`config.mk`:
```
export PLATFORM = sky130hd
export DESIGN_NAME = luma_crop_scale_address_unit_flat
export DESIGN_NICKNAME = d
export VERILOG_FILES = /design/src/design/lcsa_pkg.sv /design/src/design/lcsa_if.sv /design/src/design/lcsa_geom.sv /design/src/design/luma_crop_scale_address_unit.sv /design/src/flat_wrapper.sv
export SDC_FILE = /design/constraint.sdc
export NUM_CORES = 2
export LEC_CHECK = 0
export BUFFER_PORTS_ARGS = -buffer_cell sky130_fd_sc_hd__buf_2
export CORE_MARGIN = 2
export CORE_UTILIZATION = 70
export CTS_BUF_LIST = sky130_fd_sc_hd__clkbuf_4
export DETAILED_ROUTE_END_ITERATION = 8
export PLACE_DENSITY = 0.87
export SLEW_MARGIN = 25
export SYNTH_ARGS = -nofsm -noshare
export SYNTH_HDL_FRONTEND = slang
export SYNTH_SLANG_ARGS = --single-unit
```
`constraint.sdc`:
```
create_clock -name clk_i -period 23.4 [get_ports clk_i]
set_clock_uncertainty 0.1 [all_clocks]
set_input_delay 1.17 -clock clk_i [delete_from_list [all_inputs] [get_ports clk_i]]
set_output_delay 1.17 -clock clk_i [all_outputs]
set_load 0.05 [all_outputs]
```
`src/design/lcsa_pkg.sv`:
```
// lcsa_pkg: shared types, widths and constants of the luma crop/scale address unit.
// Used by lcsa_geom and luma_crop_scale_address_unit. No dependencies.
package lcsa_pkg;

  localparam int unsigned STRIDE_W   = 13;
  localparam int unsigned ROWS_W     = 11;
  localparam int unsigned COORD_W    = 9;
  localparam int unsigned OFFSET_W   = 22;
  localparam int unsigned DIV_W      = 28;
  localparam int unsigned MIN_STRIDE = 6;

  localparam logic [2:0] LUMA_POS [4] = '{3'd1, 3'd3, 3'd4, 3'd5};

  typedef enum logic [1:0] {
    ST_OK    = 2'd0,
    ST_PLAY  = 2'd1,
    ST_NOBUF = 2'd2,
    ST_GEOM  = 2'd3
  } status_e;

  typedef enum logic [1:0] {
    REG_STRIDE   = 2'd0,
    REG_ROWS     = 2'd1,
    REG_PLAYBACK = 2'd2,
    REG_BUFFER   = 2'd3
  } cfg_reg_e;

  typedef struct packed {
    logic                ready;
    logic [STRIDE_W-1:0] crop_w;
    logic [STRIDE_W-1:0] crop_x;
    logic [ROWS_W-1:0]   crop_h;
    logic [ROWS_W-1:0]   crop_y;
  } geom_t;

endpackage

```
`src/design/lcsa_if.sv`:
```
// lcsa_if: valid/ready channel interfaces for coordinate and address beats.
// Standalone; no package dependency.
interface lcsa_in_if;
  logic       valid;
  logic       ready;
  logic [6:0] out_x;
  logic [6:0] out_y;
  modport source (output valid, output out_x, output out_y, input ready);
  modport sink (input valid, input out_x, input out_y, output ready);
endinterface

interface lcsa_out_if;
  logic        valid;
  logic        ready;
  logic [1:0]  status;
  logic [21:0] source_offset;
  modport source (output valid, output status, output source_offset, input ready);
  modport sink (input valid, input status, input source_offset, output ready);
endinterface

```
`src/design/lcsa_geom.sv`:
```
// lcsa_geom: works out the crop window from stride and row count; reciprocal multiplies
// for the constant divides, one shared bit-serial divider for the rest. Depends on lcsa_pkg.
module lcsa_geom import lcsa_pkg::*; #(
  parameter int unsigned OUT_WIDTH  = 128,
  parameter int unsigned OUT_HEIGHT = 120
) (
  input  logic                clk_i,
  input  logic                rst_ni,
  input  logic                restart_i,
  input  logic [STRIDE_W-1:0] stride_i,
  input  logic [ROWS_W-1:0]   rows_i,
  output geom_t               geom_o
);

  typedef enum logic [2:0] {G_IDLE, G_SRCW, G_H0, G_CW, G_CORR, G_HC, G_FIN} gstate_e;

  localparam int unsigned CNT_W = $clog2(DIV_W + 1);

  // stride / 6 through a reciprocal
  localparam int unsigned     Q6_S = STRIDE_W + $clog2(MIN_STRIDE);
  localparam longint unsigned M6_L = ((64'd1 << Q6_S) + MIN_STRIDE - 1) / MIN_STRIDE;
  localparam int unsigned     M6_W = STRIDE_W + 1;
  localparam logic [M6_W-1:0] M6   = M6_L[M6_W-1:0];
  localparam int unsigned     Q6_P = STRIDE_W + M6_W;

  // src_w * OUT_HEIGHT / OUT_WIDTH, constants folded into one factor
  localparam int unsigned     N_H  = STRIDE_W + $clog2(OUT_HEIGHT);
  localparam int unsigned     S_H  = N_H + $clog2(OUT_WIDTH);
  localparam longint unsigned MH_L = ((64'd1 << S_H) + OUT_WIDTH - 1) / OUT_WIDTH;
  localparam longint unsigned KH_L = MH_L * OUT_HEIGHT;
  localparam int unsigned     KH_W = $clog2(KH_L + 64'd1);
  localparam logic [KH_W-1:0] KH   = KH_L[KH_W-1:0];
  localparam int unsigned     H_P  = STRIDE_W + KH_W;

  // rows * OUT_WIDTH / OUT_HEIGHT, constants folded into one factor
  localparam int unsigned     N_C  = ROWS_W + $clog2(OUT_WIDTH);
  localparam int unsigned     S_C  = N_C + $clog2(OUT_HEIGHT);
  localparam longint unsigned MC_L = ((64'd1 << S_C) + OUT_HEIGHT - 1) / OUT_HEIGHT;
  localparam longint unsigned KC_L = MC_L * OUT_WIDTH;
  localparam int unsigned     KC_W = $clog2(KC_L + 64'd1);
  localparam logic [KC_W-1:0] KC   = KC_L[KC_W-1:0];
  localparam int unsigned     C_P  = ROWS_W + KC_W;

  gstate_e             state_q;
  logic                run_q;
  logic [CNT_W-1:0]    cnt_q;
  logic [DIV_W-1:0]    num_q, den_q, rem_q, corr_q;
  logic [STRIDE_W-1:0] src_w_q, crop_w_q, crop_x_q;
  logic [ROWS_W-1:0]   crop_h_q, crop_y_q;

  logic [DIV_W:0]   rem_sh, rem_nx;
  logic             ge;
  logic [DIV_W-1:0] rem_d;
  logic [DIV_W-1:0] src_w_x, crop_w_x, crop_h_x, rows_x;
  logic [DIV_W-1:0] prod_wsq, prod_corr, prod_hc;
  logic [Q6_P-1:0]  q6_prod;
  logic [H_P-1:0]   h_prod, h_quo;
  logic [C_P-1:0]   c_prod, c_quo;

  // one restoring step per cycle
  always_comb begin
    rem_sh = {rem_q, num_q[DIV_W-1]};
    ge     = rem_sh >= {1'b0, den_q};
    rem_nx = ge ? (rem_sh - {1'b0, den_q}) : rem_sh;
    rem_d  = rem_nx[DIV_W-1:0];
  end

  always_comb begin
    src_w_x   = DIV_W'(src_w_q);
    crop_w_x  = DIV_W'(crop_w_q);
    crop_h_x  = DIV_W'(crop_h_q);
    rows_x    = DIV_W'(rows_i);
    q6_prod   = Q6_P'(stride_i) * Q6_P'(M6);
    h_prod    = H_P'(src_w_q) * H_P'(KH);
    h_quo     = h_prod >> S_H;
    c_prod    = C_P'(rows_i) * C_P'(KC);
    c_quo     = c_prod >> S_C;
    prod_wsq  = crop_w_x * src_w_x;
    prod_corr = {prod_wsq[DIV_W-2:0], 1'b0} + prod_wsq;
    prod_hc   = crop_h_x * src_w_x;
  end

  always_ff @(posedge clk_i or negedge rst_ni) begin
    if (!rst_ni) begin
      state_q  <= G_SRCW;
      run_q    <= 1'b0;
      cnt_q    <= '0;
      num_q    <= '0;
      den_q    <= '0;
      rem_q    <= '0;
      corr_q   <= '0;
      src_w_q  <= '0;
      crop_w_q <= '0;
      crop_x_q <= '0;
      crop_h_q <= '0;
      crop_y_q <= '0;
    end else if (restart_i) begin
      state_q <= G_SRCW;
      run_q   <= 1'b0;
    end else begin
      if (run_q && cnt_q != '0) begin
        num_q <= {num_q[DIV_W-2:0], ge};
        rem_q <= rem_d;
        cnt_q <= cnt_q - 1'b1;
      end
      unique case (state_q)
        G_IDLE: begin
        end
        G_SRCW: begin
          src_w_q <= {q6_prod[Q6_S +: STRIDE_W-2], 2'b00};
          state_q <= G_H0;
        end
        G_H0: begin
          if (h_quo > H_P'(rows_i)) begin
            crop_h_q <= rows_i;
            state_q  <= G_CW;
          end else begin
            crop_h_q <= h_quo[ROWS_W-1:0];
            crop_w_q <= src_w_q;
            state_q  <= G_CORR;
          end
        end
        G_CW: begin
          crop_w_q <= (c_quo > C_P'(src_w_q)) ? src_w_q : c_quo[STRIDE_W-1:0];
          state_q  <= G_CORR;
        end
        G_CORR: begin
          if (!run_q) begin
            num_q <= prod_corr;
            den_q <= {rows_x[DIV_W-3:0], 2'b00};
            rem_q <= '0;
            cnt_q <= CNT_W'(DIV_W);
            run_q <= 1'b1;
          end else if (cnt_q == '0) begin
            run_q <= 1'b0;
            if (num_q > src_w_x) begin
              corr_q  <= num_q;
              state_q <= G_HC;
            end else begin
              crop_w_q <= num_q[STRIDE_W-1:0];
              state_q  <= G_FIN;
            end
          end
        end
        G_HC: begin
          if (!run_q) begin
            num_q <= prod_hc;
            den_q <= corr_q;
            rem_q <= '0;
            cnt_q <= CNT_W'(DIV_W);
            run_q <= 1'b1;
          end else if (cnt_q == '0) begin
            run_q    <= 1'b0;
            crop_h_q <= num_q[ROWS_W-1:0];
            crop_w_q <= src_w_q;
            state_q  <= G_FIN;
          end
        end
        G_FIN: begin
          crop_x_q <= (src_w_q - crop_w_q) >> 1;
          crop_y_q <= (rows_i - crop_h_q) >> 1;
          state_q  <= G_IDLE;
        end
        default: state_q <= G_SRCW;
      endcase
    end
  end

  assign geom_o.ready  = (state_q == G_IDLE);
  assign geom_o.crop_w = crop_w_q;
  assign geom_o.crop_x = crop_x_q;
  assign geom_o.crop_h = crop_h_q;
  assign geom_o.crop_y = crop_y_q;

endmodule

```
`src/design/luma_crop_scale_address_unit.sv`:
```
// luma_crop_scale_address_unit: top level, five-stage address pipeline.
// Depends on lcsa_pkg, lcsa_if (lcsa_in_if, lcsa_out_if) and lcsa_geom.
//
// Usage:
//   in_s carries one output pixel coordinate (out_x, out_y) per beat; out_m
//   returns one beat per coordinate with a status and the byte offset of the
//   luma sample in the UYVYYY source frame, in the order taken.
//   Configuration goes in through cfg_we_i / cfg_idx_i / cfg_data_i while the
//   unit is idle.
// Throughput:
//   One beat per cycle sustained while out_m.ready is high and the crop window
//   is ready, as every stage advances whenever the stage after it moves.
// Crop window:
//   After reset and after every configuration write the crop window is
//   recomputed: reciprocal steps for the constant divides and up to two
//   bit-serial divides, during which in_s.ready stays low.
// Reset:
//   Registers return to stride 1080, 480 rows, live feed, buffer present;
//   the pipeline empties.
// Stall:
//   When out_m.ready is low the unbroken run of full stages at the output holds
//   its beats, others move up into empty stages; nothing is dropped or repeated.
module luma_crop_scale_address_unit import lcsa_pkg::*; #(
  parameter int unsigned OUT_WIDTH  = 128,
  parameter int unsigned OUT_HEIGHT = 120,
  parameter int unsigned MAX_STRIDE = 4096,
  parameter int unsigned MAX_ROWS   = 1024
) (
  input  logic                clk_i,
  input  logic                rst_ni,
  lcsa_in_if.sink             in_s,
  lcsa_out_if.source          out_m,
  input  logic                cfg_we_i,
  input  logic [1:0]          cfg_idx_i,
  input  logic [STRIDE_W-1:0] cfg_data_i
);

  // product widths and reciprocal constants for the divides by the plane size
  localparam int unsigned PX_W = COORD_W + STRIDE_W;
  localparam int unsigned PY_W = COORD_W + ROWS_W;
  localparam int unsigned SX   = PX_W + $clog2(OUT_WIDTH);
  localparam int unsigned SY   = PY_W + $clog2(OUT_HEIGHT);
  localparam longint unsigned MX_L = ((64'd1 << SX) + OUT_WIDTH - 1) / OUT_WIDTH;
  localparam longint unsigned MY_L = ((64'd1 << SY) + OUT_HEIGHT - 1) / OUT_HEIGHT;
  localparam logic [PX_W:0] MX = MX_L[PX_W:0];
  localparam logic [PY_W:0] MY = MY_L[PY_W:0];
  localparam logic [COORD_W-1:0]  X_MAX = COORD_W'(OUT_WIDTH - 1);
  localparam logic [COORD_W-1:0]  Y_MAX = COORD_W'(OUT_HEIGHT - 1);
  localparam logic [STRIDE_W-1:0] STRIDE_HI = STRIDE_W'(MAX_STRIDE);
  localparam logic [ROWS_W-1:0]   ROWS_HI   = ROWS_W'(MAX_ROWS);

  // configuration registers
  logic [STRIDE_W-1:0] stride_q;
  logic [ROWS_W-1:0]   rows_q;
  logic                play_q, buf_q;

  always_ff @(posedge clk_i or negedge rst_ni) begin
    if (!rst_ni) begin
      stride_q <= STRIDE_W'(1080);
      rows_q   <= ROWS_W'(480);
      play_q   <= 1'b0;
      buf_q    <= 1'b1;
    end else if (cfg_we_i) begin
      unique case (cfg_reg_e'(cfg_idx_i))
        REG_STRIDE:   stride_q <= cfg_data_i;
        REG_ROWS:     rows_q   <= cfg_data_i[ROWS_W-1:0];
        REG_PLAYBACK: play_q   <= cfg_data_i[0];
        REG_BUFFER:   buf_q    <= cfg_data_i[0];
        default:      ;
      endcase
    end
  end

  geom_t geom;

  lcsa_geom #(
    .OUT_WIDTH  (OUT_WIDTH),
    .OUT_HEIGHT (OUT_HEIGHT)
  ) u_geom (
    .clk_i     (clk_i),
    .rst_ni    (rst_ni),
    .restart_i (cfg_we_i),
    .stride_i  (stride_q),
    .rows_i    (rows_q),
    .geom_o    (geom)
  );

  logic geo_ok;
  assign geo_ok = (stride_q >= STRIDE_W'(MIN_STRIDE)) && (stride_q <= STRIDE_HI) &&
                  (rows_q != '0) && (rows_q <= ROWS_HI);

  // stage valids and advance enables: a stage takes a beat when it is empty or
  // its content moves on
  logic v1_q, v2_q, v3_q, v4_q, v5_q;
  logic en1, en2, en3, en4, en5;

  assign en5 = !v5_q || out_m.ready;
  assign en4 = !v4_q || en5;
  assign en3 = !v3_q || en4;
  assign en2 = !v2_q || en3;
  assign en1 = !v1_q || en2;
  assign in_s.ready = geom.ready && en1;

  always_ff @(posedge clk_i or negedge rst_ni) begin
    if (!rst_ni) begin
      v1_q <= 1'b0;
      v2_q <= 1'b0;
      v3_q <= 1'b0;
      v4_q <= 1'b0;
      v5_q <= 1'b0;
    end else begin
      if (en1) v1_q <= in_s.valid && geom.ready;
      if (en2) v2_q <= v1_q;
      if (en3) v3_q <= v2_q;
      if (en4) v4_q <= v3_q;
      if (en5) v5_q <= v4_q;
    end
  end

  // stage 1: saturate the coordinate, resolve the status
  logic [COORD_W-1:0] ox_ext, oy_ext, ox1_q, oy1_q;
  status_e            st_d, st1_q, st2_q, st3_q, st4_q, st5_q;

  always_comb begin
    ox_ext = COORD_W'(in_s.out_x);
    oy_ext = COORD_W'(in_s.out_y);
    priority if (play_q) st_d = ST_PLAY;
    else if (!buf_q)     st_d = ST_NOBUF;
    else if (!geo_ok)    st_d = ST_GEOM;
    else                 st_d = ST_OK;
  end

  // stage 2: scale by the crop size
  logic [PX_W-1:0] px2_q;
  logic [PY_W-1:0] py2_q;

  // stage 3: divide by the plane size through the reciprocal
  logic [2*PX_W:0]       prod_x;
  logic [2*PY_W:0]       prod_y;
  logic [STRIDE_W-1:0]   qx3_q;
  logic [ROWS_W-1:0]     qy3_q;

  always_comb begin
    prod_x = (2*PX_W+1)'(px2_q) * (2*PX_W+1)'(MX);
    prod_y = (2*PY_W+1)'(py2_q) * (2*PY_W+1)'(MY);
  end

  // stage 4: place in the crop, map to the luma byte, clamp to the row end
  logic [STRIDE_W:0]   sx_sum;
  logic [STRIDE_W-1:0] sx;
  logic [STRIDE_W:0]   col_raw;
  logic [STRIDE_W-1:0] col_d, col4_q;
  logic [ROWS_W:0]     row_sum;
  logic [ROWS_W-1:0]   row4_q;

  always_comb begin
    sx_sum  = {1'b0, geom.crop_x} + {1'b0, qx3_q};
    sx      = sx_sum[STRIDE_W-1:0];
    col_raw = {1'b0, sx[STRIDE_W-1:2], 2'b00} + {2'b00, sx[STRIDE_W-1:2], 1'b0}
              + (STRIDE_W+1)'(LUMA_POS[sx[1:0]]);
    col_d   = (col_raw >= {1'b0, stride_q}) ? (stride_q - 1'b1) : col_raw[STRIDE_W-1:0];
    row_sum = {1'b0, geom.crop_y} + {1'b0, qy3_q};
  end

  // stage 5: row times stride plus column; zero on any error
  logic [ROWS_W+STRIDE_W:0] off_full;
  logic [OFFSET_W-1:0]      off5_q;

  always_comb begin
    off_full = (ROWS_W+STRIDE_W+1)'(row4_q) * (ROWS_W+STRIDE_W+1)'(stride_q)
               + (ROWS_W+STRIDE_W+1)'(col4_q);
  end

  always_ff @(posedge clk_i) begin
    if (en1) begin
      ox1_q <= (ox_ext > X_MAX) ? X_MAX : ox_ext;
      oy1_q <= (oy_ext > Y_MAX) ? Y_MAX : oy_ext;
      st1_q <= st_d;
    end
    if (en2) begin
      px2_q <= PX_W'(ox1_q) * PX_W'(geom.crop_w);
      py2_q <= PY_W'(oy1_q) * PY_W'(geom.crop_h);
      st2_q <= st1_q;
    end
    if (en3) begin
      qx3_q <= prod_x[SX +: STRIDE_W];
      qy3_q <= prod_y[SY +: ROWS_W];
      st3_q <= st2_q;
    end
    if (en4) begin
      col4_q <= col_d;
      row4_q <= row_sum[ROWS_W-1:0];
      st4_q  <= st3_q;
    end
    if (en5) begin
      off5_q <= (st4_q == ST_OK) ? off_full[OFFSET_W-1:0] : '0;
      st5_q  <= st4_q;
    end
  end

  assign out_m.valid         = v5_q;
  assign out_m.status        = st5_q;
  assign out_m.source_offset = off5_q;

endmodule
```
`src/flat_wrapper.sv`:
```
// flat-port wrapper written by rule: the top's interface ports become plain ports
module luma_crop_scale_address_unit_flat import lcsa_pkg::*;
#(
  parameter int unsigned OUT_WIDTH  = 128,
  parameter int unsigned OUT_HEIGHT = 120,
  parameter int unsigned MAX_STRIDE = 4096,
  parameter int unsigned MAX_ROWS   = 1024
)
  (clk_i, rst_ni, cfg_we_i, cfg_idx_i, cfg_data_i, in_s_valid, in_s_out_x, in_s_out_y, in_s_ready, out_m_valid, out_m_status, out_m_source_offset, out_m_ready);
  lcsa_in_if in_s_i ();
  lcsa_out_if out_m_i ();
  input  logic clk_i;
  input  logic rst_ni;
  input  logic cfg_we_i;
  input  logic [1:0] cfg_idx_i;
  input  logic [STRIDE_W-1:0] cfg_data_i;
  input wire logic [$bits(in_s_i.valid)-1:0] in_s_valid;
  input wire logic [$bits(in_s_i.out_x)-1:0] in_s_out_x;
  input wire logic [$bits(in_s_i.out_y)-1:0] in_s_out_y;
  output wire logic [$bits(in_s_i.ready)-1:0] in_s_ready;
  output wire logic [$bits(out_m_i.valid)-1:0] out_m_valid;
  output wire logic [$bits(out_m_i.status)-1:0] out_m_status;
  output wire logic [$bits(out_m_i.source_offset)-1:0] out_m_source_offset;
  input wire logic [$bits(out_m_i.ready)-1:0] out_m_ready;
  assign in_s_i.valid = in_s_valid;
  assign in_s_i.out_x = in_s_out_x;
  assign in_s_i.out_y = in_s_out_y;
  assign in_s_ready = in_s_i.ready;
  assign out_m_valid = out_m_i.valid;
  assign out_m_status = out_m_i.status;
  assign out_m_source_offset = out_m_i.source_offset;
  assign out_m_i.ready = out_m_ready;
  luma_crop_scale_address_unit #(.OUT_WIDTH(OUT_WIDTH), .OUT_HEIGHT(OUT_HEIGHT), .MAX_STRIDE(MAX_STRIDE), .MAX_ROWS(MAX_ROWS)) u_core (.clk_i(clk_i), .rst_ni(rst_ni), .in_s(in_s_i), .out_m(out_m_i), .cfg_we_i(cfg_we_i), .cfg_idx_i(cfg_idx_i), .cfg_data_i(cfg_data_i));
endmodule
```
# ---- After elaboration in Yosys (flattened, before gate mapping)
# Cells that the tools add are included.
dict set report totals {
  ff_bits 347
  input_bits 34
  output_inout_bits 26
  elab_cells 174
}
dict set report op_classes {
  n_addsub 11
  multipliers 9
  magnitude_cmp 11
  eq_ne 22
  muxes 44
  bitwise_logic 2
  n_reduce_logical 38
}
# cell n
set op_table {}
lappend op_table {{$mux 28} 9}
lappend op_table {{$pmux 28 s2} 2}
lappend op_table {{$mux 13} 8}
lappend op_table {{$pmux 13 s4} 1}
lappend op_table {{$mul 20x20->37 const B} 1}
lappend op_table {{$mux 11} 3}
lappend op_table {{$mul 11x19->30 const B} 1}
lappend op_table {{$ge 29x28->1} 1}
lappend op_table {{$add 27x26->28} 1}
lappend op_table {{$gt 28x13->1} 1}
lappend op_table {{$sub 28x28->28} 1}
lappend op_table {{$mul 13x14->27 const B} 1}
lappend op_table {{$mul 13x11->24} 1}
lappend op_table {{$mux 3} 8}
lappend op_table {{$add 22x13->22} 1}
lappend op_table {{$mul 11x11->22} 1}
lappend op_table {{$mul 11x13->22} 1}
lappend op_table {{$pmux 11 s2} 1}
lappend op_table {{$pmux 3 s7} 1}
lappend op_table {{$mul 9x11->20} 1}
lappend op_table {{$mul 9x13->20} 1}
lappend op_table {{$ne 2x2->1 const B} 9}
lappend op_table {{$mul 11x4->15 const B} 1}
lappend op_table {{$mux 5} 3}
lappend op_table {{42 further kinds} 78}

# ---- Logic depth before layout (Yosys ltp)
dict set report depth {
  ltp_word 8
  mapped_depth 33
  mapped_depth_nobuf 33
}

# ---- Hierarchy
# From an unflattened synthesis, not the netlist that was laid out.
dict set report hier_totals {
  cells_unflattened 4950
  hier_area_um2 45892.8
}
# mod instances cells_per_inst area_each_um2 seq_area_each_um2
set modules_own_cells {}
lappend modules_own_cells {lcsa_geom 1 2902 25538.2 4455.5}
lappend modules_own_cells {luma_crop_scale_address_unit 1 2048 20354.5 4570.6}

# ---- Least setup slack after synthesis
# No wires, ideal clock.
dict set report synth_path {
  kind {reg-to-reg}
  from {register u_core.u_geom.src_w_q[12]}
  to {register u_core.u_geom.num_q[25]}
  setup_ns 0.126
  t_arrival_ns 7.324
  required_ns 23.174
  path_slack_ns 15.850
  stages_incl_launch_ff 30
  n_path_buf 2
  period_less_slack_ns 7.550
  cell_sequence {dfrtp_1 -> clkbuf_1 -> buf_1 -> nand2_1 -> fa_1 -> fa_1 -> inv_1 -> fa_1 -> fa_1 -> inv_1 -> fa_1 -> inv_1 -> ha_1 -> o41ai_1 -> o21ai_0 -> o21ai_0 -> nand2_1 -> a21o_1 -> a21oi_1 -> xnor2_1 -> ha_1 -> and3_1 -> a31oi_1 -> nand2_1 -> a31oi_1 -> nor2b_1 -> o211ai_1 -> nand2b_1 -> xor2_1 -> a221o_1}
}
dict set report synth_between {
  elab_chain_len 4
}
# element line_no
set synth_lines {}
lappend synth_lines {{from (decl)} lcsa_geom.sv:48} ;# logic [STRIDE_W-1:0] src_w_q, crop_w_q, crop_x_q;
lappend synth_lines {{from (signal assigned)} lcsa_geom.sv:110} ;# src_w_q <= {q6_prod[Q6_S +: STRIDE_W-2], 2'b00};
lappend synth_lines {{$mul 13x11->24} lcsa_geom.sv:78} ;# prod_wsq = crop_w_x * src_w_x;
lappend synth_lines {{$add 27x26->28} lcsa_geom.sv:79} ;# prod_corr = {prod_wsq[DIV_W-2:0], 1'b0} + prod_wsq;
lappend synth_lines {{$mux 28} lcsa_geom.sv:128} ;# if (!run_q) begin
lappend synth_lines {{$pmux 28 s2} lcsa_geom.sv:106} ;# unique case (state_q)
lappend synth_lines {{to (signal assigned)} lcsa_geom.sv:102} ;# num_q <= {num_q[DIV_W-2:0], ge};
lappend synth_lines {{to (signal assigned)} lcsa_geom.sv:129} ;# num_q <= prod_corr;
lappend synth_lines {{to (signal assigned)} lcsa_geom.sv:147} ;# num_q <= prod_hc;
lappend synth_lines {{to (decl)} lcsa_geom.sv:47} ;# logic [DIV_W-1:0] num_q, den_q, rem_q, corr_q;
# Every way passes these cells.
# A chain may end at the register's enable or synchronous reset.

# ---- Final worst setup path
dict set report layout_path {
  from {register u_core.u_geom.src_w_q[8]}
  to {register u_core.u_geom.num_q[26]}
}
# The elaborated chain is that of the path after synthesis.

==> impl_metrics.prom <==
# TYPE chip_impl_metric gauge
chip_impl_info{name="outcome",value="finished, final reports clean"} 1
chip_impl_metric{name="routedWlPerCell",unit="microns"} 20.6
chip_impl_metric{name="max_slew.worst_pin.slew",unit="ps"} 1000
chip_impl_metric{name="chipWidth",unit="microns"} 258
chip_impl_metric{name="dp_hpwl",unit="microns"} 91700
chip_impl_info{name="timing_worst_setup_path_type",value="flop to flop"} 1
chip_impl_info{name="tritoncts",value="done"} 1
chip_impl_metric{name="wirelength",unit="microns"} 119000
chip_impl_info{name="synth-main-ff-cell",value="sky130_fd_sc_hd__dfrtp_1"} 1
chip_impl_metric{name="antenna_left",unit=""} 0
chip_impl_metric{name="cp.depth",unit=""} 27
chip_impl_metric{name="floorplan.initialDensity",unit="%"} 70.5
chip_impl_metric{name="die_y",unit="microns"} 258
chip_impl_metric{name="placer_congestion",unit=""} 0.988
chip_impl_metric{name="ff2ff_path_depth",unit=""} 27
chip_impl_metric{name="slew_violations",unit=""} 0
chip_impl_metric{name="grt_first_pass_wirelength",unit="microns"} 194000
chip_impl_metric{name="ctsHoldBuffers",unit=""} 0
chip_impl_info{name="root_buffer",value="sky130_fd_sc_hd__clkbuf_4"} 1
chip_impl_metric{name="finalInstanceArea",unit="sq um"} 47400
chip_impl_metric{name="postSynthAreaPerCell",unit="sq um"} 9.39
chip_impl_metric{name="cap_viol_max_count",unit=""} 0
chip_impl_metric{name="place.port_buffers",unit=""} 59
chip_impl_metric{name="routed_via_density",unit=""} 6.10
chip_impl_metric{name="synthDistinctLibCells",unit=""} 86
chip_impl_info{name="path_delay_family",value="adder cells"} 1
chip_impl_metric{name="grt_usage",unit="%"} 37.2
chip_impl_metric{name="worstPathMaxFanout",unit=""} 22
chip_impl_metric{name="yosysWarnings",unit=""} 0
chip_impl_metric{name="seq_area_frac_synth",unit="%"} 20.0
chip_impl_metric{name="synth_enable_flop_cells",unit=""} 126
chip_impl_metric{name="dr.first_iter.drc_count",unit=""} 2791
chip_impl_info{name="layout.cells.most_common",value="sky130_fd_sc_hd__inv_1"} 1
chip_impl_metric{name="data_arrival_time_at_the_worst_slack_endpoint",unit="ps"} 8920
chip_impl_metric{name="ctsHtreeMaxLevel",unit=""} 3
chip_impl_metric{name="cts_repair_resize_count",unit=""} 0
chip_impl_metric{name="synthesis.instances",unit=""} 4811
chip_impl_metric{name="pin_count",unit=""} 60
chip_impl_info{name="worst_hold_path_type",value="input port to async pin"} 1
chip_impl_metric{name="synthToLayoutAreaGrowth",unit="%"} 5.00
chip_impl_metric{name="total_overflow_reported_by_the_global_router",unit=""} 0
chip_impl_metric{name="clk_latency",unit="ps"} 960
chip_impl_metric{name="layout-drive-gt1-share",unit="%"} 7.06
chip_impl_metric{name="cp.buffers_inverters",unit=""} 6
chip_impl_metric{name="max-slew-margin-rel",unit="%"} 33.1
chip_impl_info{name="start_kind",value="flop"} 1
chip_impl_metric{name="slowest_delay",unit="ps"} 640
chip_impl_metric{name="final_period_minus_worst_setup_slack",unit="ps"} 8180
chip_impl_metric{name="grt_max_degree",unit=""} 92
chip_impl_metric{name="min_period_over_period",unit="%"} 35.0
chip_impl_info{name="setup_crit_end_kind",value="flop"} 1
chip_impl_metric{name="dieArea",unit="sq um"} 66600
chip_impl_metric{name="number_of_antenna_violations_at_the_first_check_in_global_routing",unit=""} 2
chip_impl_metric{name="clkSlewWorstSetupHoldPaths",unit="ps"} 80
chip_impl_info{name="final_cell_mix",value="797 x sky130_fd_sc_hd__inv_1, 705 x sky130_fd_sc_hd__ha_1, 527 x sky130_fd_sc_hd__nand2_1, 507 x sky130_fd_sc_hd__fa_1, 248 x sky130_fd_sc_hd__nor2_1"} 1
chip_impl_metric{name="achievable-frequency",unit="MHz"} 122
chip_impl_info{name="setup_repair_after_global_routing_missed_its_margin",value="false"} 1
chip_impl_metric{name="number_of_global_route_vias_before_repair",unit=""} 37243
chip_impl_metric{name="floorplan.rows",unit=""} 93
chip_impl_metric{name="finalSetupViolCount",unit=""} 0
chip_impl_metric{name="cts.path.max_buffers",unit=""} 3
chip_impl_metric{name="async_flop_share",unit="%"} 62.4
chip_impl_metric{name="post_cts_setup_inserts",unit=""} 0
chip_impl_metric{name="synth_fp_nets",unit=""} 6057
chip_impl_metric{name="vias",unit=""} 35251
chip_impl_metric{name="timing_hold_violations_final",unit=""} 0
chip_impl_metric{name="netlist_area",unit="sq um"} 45200
chip_impl_metric{name="clock_sinks",unit=""} 335
chip_impl_metric{name="fillCellCount",unit=""} 4448
chip_impl_metric{name="nNetsFinal",unit=""} 6081
chip_impl_metric{name="postSynthRegisterBits",unit=""} 335
chip_impl_metric{name="totalNegativeSetupSlack",unit="ps"} 0
chip_impl_metric{name="cts_made_buffers",unit=""} 92
chip_impl_metric{name="core-area",unit="sq um"} 64100
chip_impl_info{name="critPathSlowestCell",value="sky130_fd_sc_hd__o41ai_1"} 1
chip_impl_metric{name="post_dp_cell_area",unit="sq um"} 46200
chip_impl_metric{name="worst_ep_required_time",unit="ps"} 24140
chip_impl_metric{name="drtPass1Iterations",unit=""} 9
chip_impl_metric{name="detail_route.drc_violations",unit=""} 0
-- final timing paths --
path	slack [ps]	start	to
setup / recovery	15220	u_core.u_geom.src_w_q[8]	u_core.u_geom.num_q[26]
hold / removal	160	rst_ni	u_core.stride_q[9]
setup reg to reg	15220	u_core.u_geom.src_w_q[8]	u_core.u_geom.num_q[26]
hold reg to reg	270	u_core.st2_q[1]	u_core.st3_q[1]
max in group asynchronous	21620	rst_ni	u_core.u_geom.den_q[16]
min in group clk_i	270	u_core.st2_q[1]	u_core.st3_q[1]
-- per-layer routing --
| metal | GRT usage [%] | vias up | share of wire, % |
|---|---|---|---|
| met4 | 22.9 | 0 | 6.9 |
| met5 | 0 | - | 0 |
| met3 | 7.64 | 504 | 7.8 |
| met1 | 45.1 | 17293 | 38 |
| met2 | 61.1 | 1584 | 47 |
| li1 | - | 15870 | - |
-- through the flow --
stage	hold WS (ps)	setup slack (ps)	util (%)	cells
3_5_place_dp	305	15310	72.1	5596
4_1_cts	141	15280	73.9	5768
3_3_place_gp	302	15360	72.0	5595
2_1_floorplan	300	15850	-	4811
5_1_grt	211	14830	74.0	5771
6_report	158	15220	74.0	5776
-- logic make-up after synthesis --
| group | count (synthesis) | share of synthesized area, % |
|---|---|---|
| buffers and inverters | 966 | 8.08 |
| DFF | 335 | 20.0 |
| adders and majority gates | 1212 | 42.0 |
| muxes | 99 | 2.36 |
| AOI/OAI and AO/OA | 732 | 10.6 |
| xor gates and xnor gates | 214 | 4.15 |
| and+or+nand+nor | 1253 | 12.9 |
-- cells in the mapped netlist (6+ instances only) --
master                       n  share of area (%)
sky130_fd_sc_hd__a21oi_1   171                1.9
sky130_fd_sc_hd__xnor2_1   144                2.8
sky130_fd_sc_hd__buf_1       7              0.058
sky130_fd_sc_hd__a22oi_1    10               0.17
sky130_fd_sc_hd__o21ai_0   179                2.0
sky130_fd_sc_hd__mux2_2     59                1.5
sky130_fd_sc_hd__o21a_1     35               0.58
sky130_fd_sc_hd__nor4_1      8               0.11
sky130_fd_sc_hd__dfstp_2    10               0.58
sky130_fd_sc_hd__or2_2       7              0.097
sky130_fd_sc_hd__and3_1     15               0.21
sky130_fd_sc_hd__a21o_1     90                1.5
sky130_fd_sc_hd__o22a_1      7               0.14
sky130_fd_sc_hd__nand4_1    22               0.30
sky130_fd_sc_hd__nand2b_1   40               0.55
sky130_fd_sc_hd__edfxtp_1  126                8.4
sky130_fd_sc_hd__a211o_1     6               0.12
sky130_fd_sc_hd__nand2_1   528                4.4
sky130_fd_sc_hd__buf_2       8              0.089
sky130_fd_sc_hd__a221o_1    11               0.24
sky130_fd_sc_hd__ha_1      705                 20
sky130_fd_sc_hd__a221oi_1    7               0.14
sky130_fd_sc_hd__fa_1      507                 22
sky130_fd_sc_hd__o211ai_1   15               0.25
sky130_fd_sc_hd__clkbuf_1  146                1.2
sky130_fd_sc_hd__nor3_1     63               0.70
sky130_fd_sc_hd__inv_1     798                6.6
sky130_fd_sc_hd__nor2_1    249                2.1
sky130_fd_sc_hd__nand3_1    40               0.44
sky130_fd_sc_hd__or3_1      18               0.25
sky130_fd_sc_hd__a21boi_0    9               0.15
sky130_fd_sc_hd__o21bai_1   29               0.48
sky130_fd_sc_hd__mux2i_1    40               0.89
sky130_fd_sc_hd__dfrtp_1   199                 11
sky130_fd_sc_hd__o221ai_1   13               0.25
sky130_fd_sc_hd__nor2b_1    37               0.51
sky130_fd_sc_hd__a31oi_1    37               0.51
sky130_fd_sc_hd__and2_1    203                2.8
sky130_fd_sc_hd__xor2_1     70                1.4
sky130_fd_sc_hd__a211oi_1   26               0.43
sky130_fd_sc_hd__o22ai_1     8               0.11
sky130_fd_sc_hd__o31ai_1    14               0.23
-- sequential cells by signal (all words and copies together), names as in the netlist, 12 cells and up --
name / flops
u_core.col4_q: 13
u_core.out_m.source_offset: 22
u_core.px2_q: 13
u_core.py2_q: 19
u_core.qx3_q: 13
u_core.stride_q: 13
u_core.u_geom.corr_q: 28
u_core.u_geom.crop_w_q: 13
u_core.u_geom.crop_x_q: 12
u_core.u_geom.den_q: 28
u_core.u_geom.num_q: 28
u_core.u_geom.rem_q: 28
-- worst register-to-register path, delay by kind of cell (launching register included) --
kind	cells	cell delay [ps]
xor gates and xnor gates	2	280
buffers and inverters	6	880
adders and majority gates	7	3070
AOI/OAI and AO/OA	8	2230
DFF	1	370
and+or+nand+nor	4	1160
-- cell type report --
type	instances	area (sq um)	area share, %
antenna	8	20.0	0.0422
clock buffer	131	983	2.07
clock inverter	41	200	0.422
inverter	803	3010	6.35
multi-input combinational	3510	32500	68.6
sequential	335	9030	19.0
tap	855	1070	2.26
timing repair buffer	93	581	1.22
Power is not shown: default switching activity piles up to over one toggle a cycle in this logic, so the estimate is an artifact.
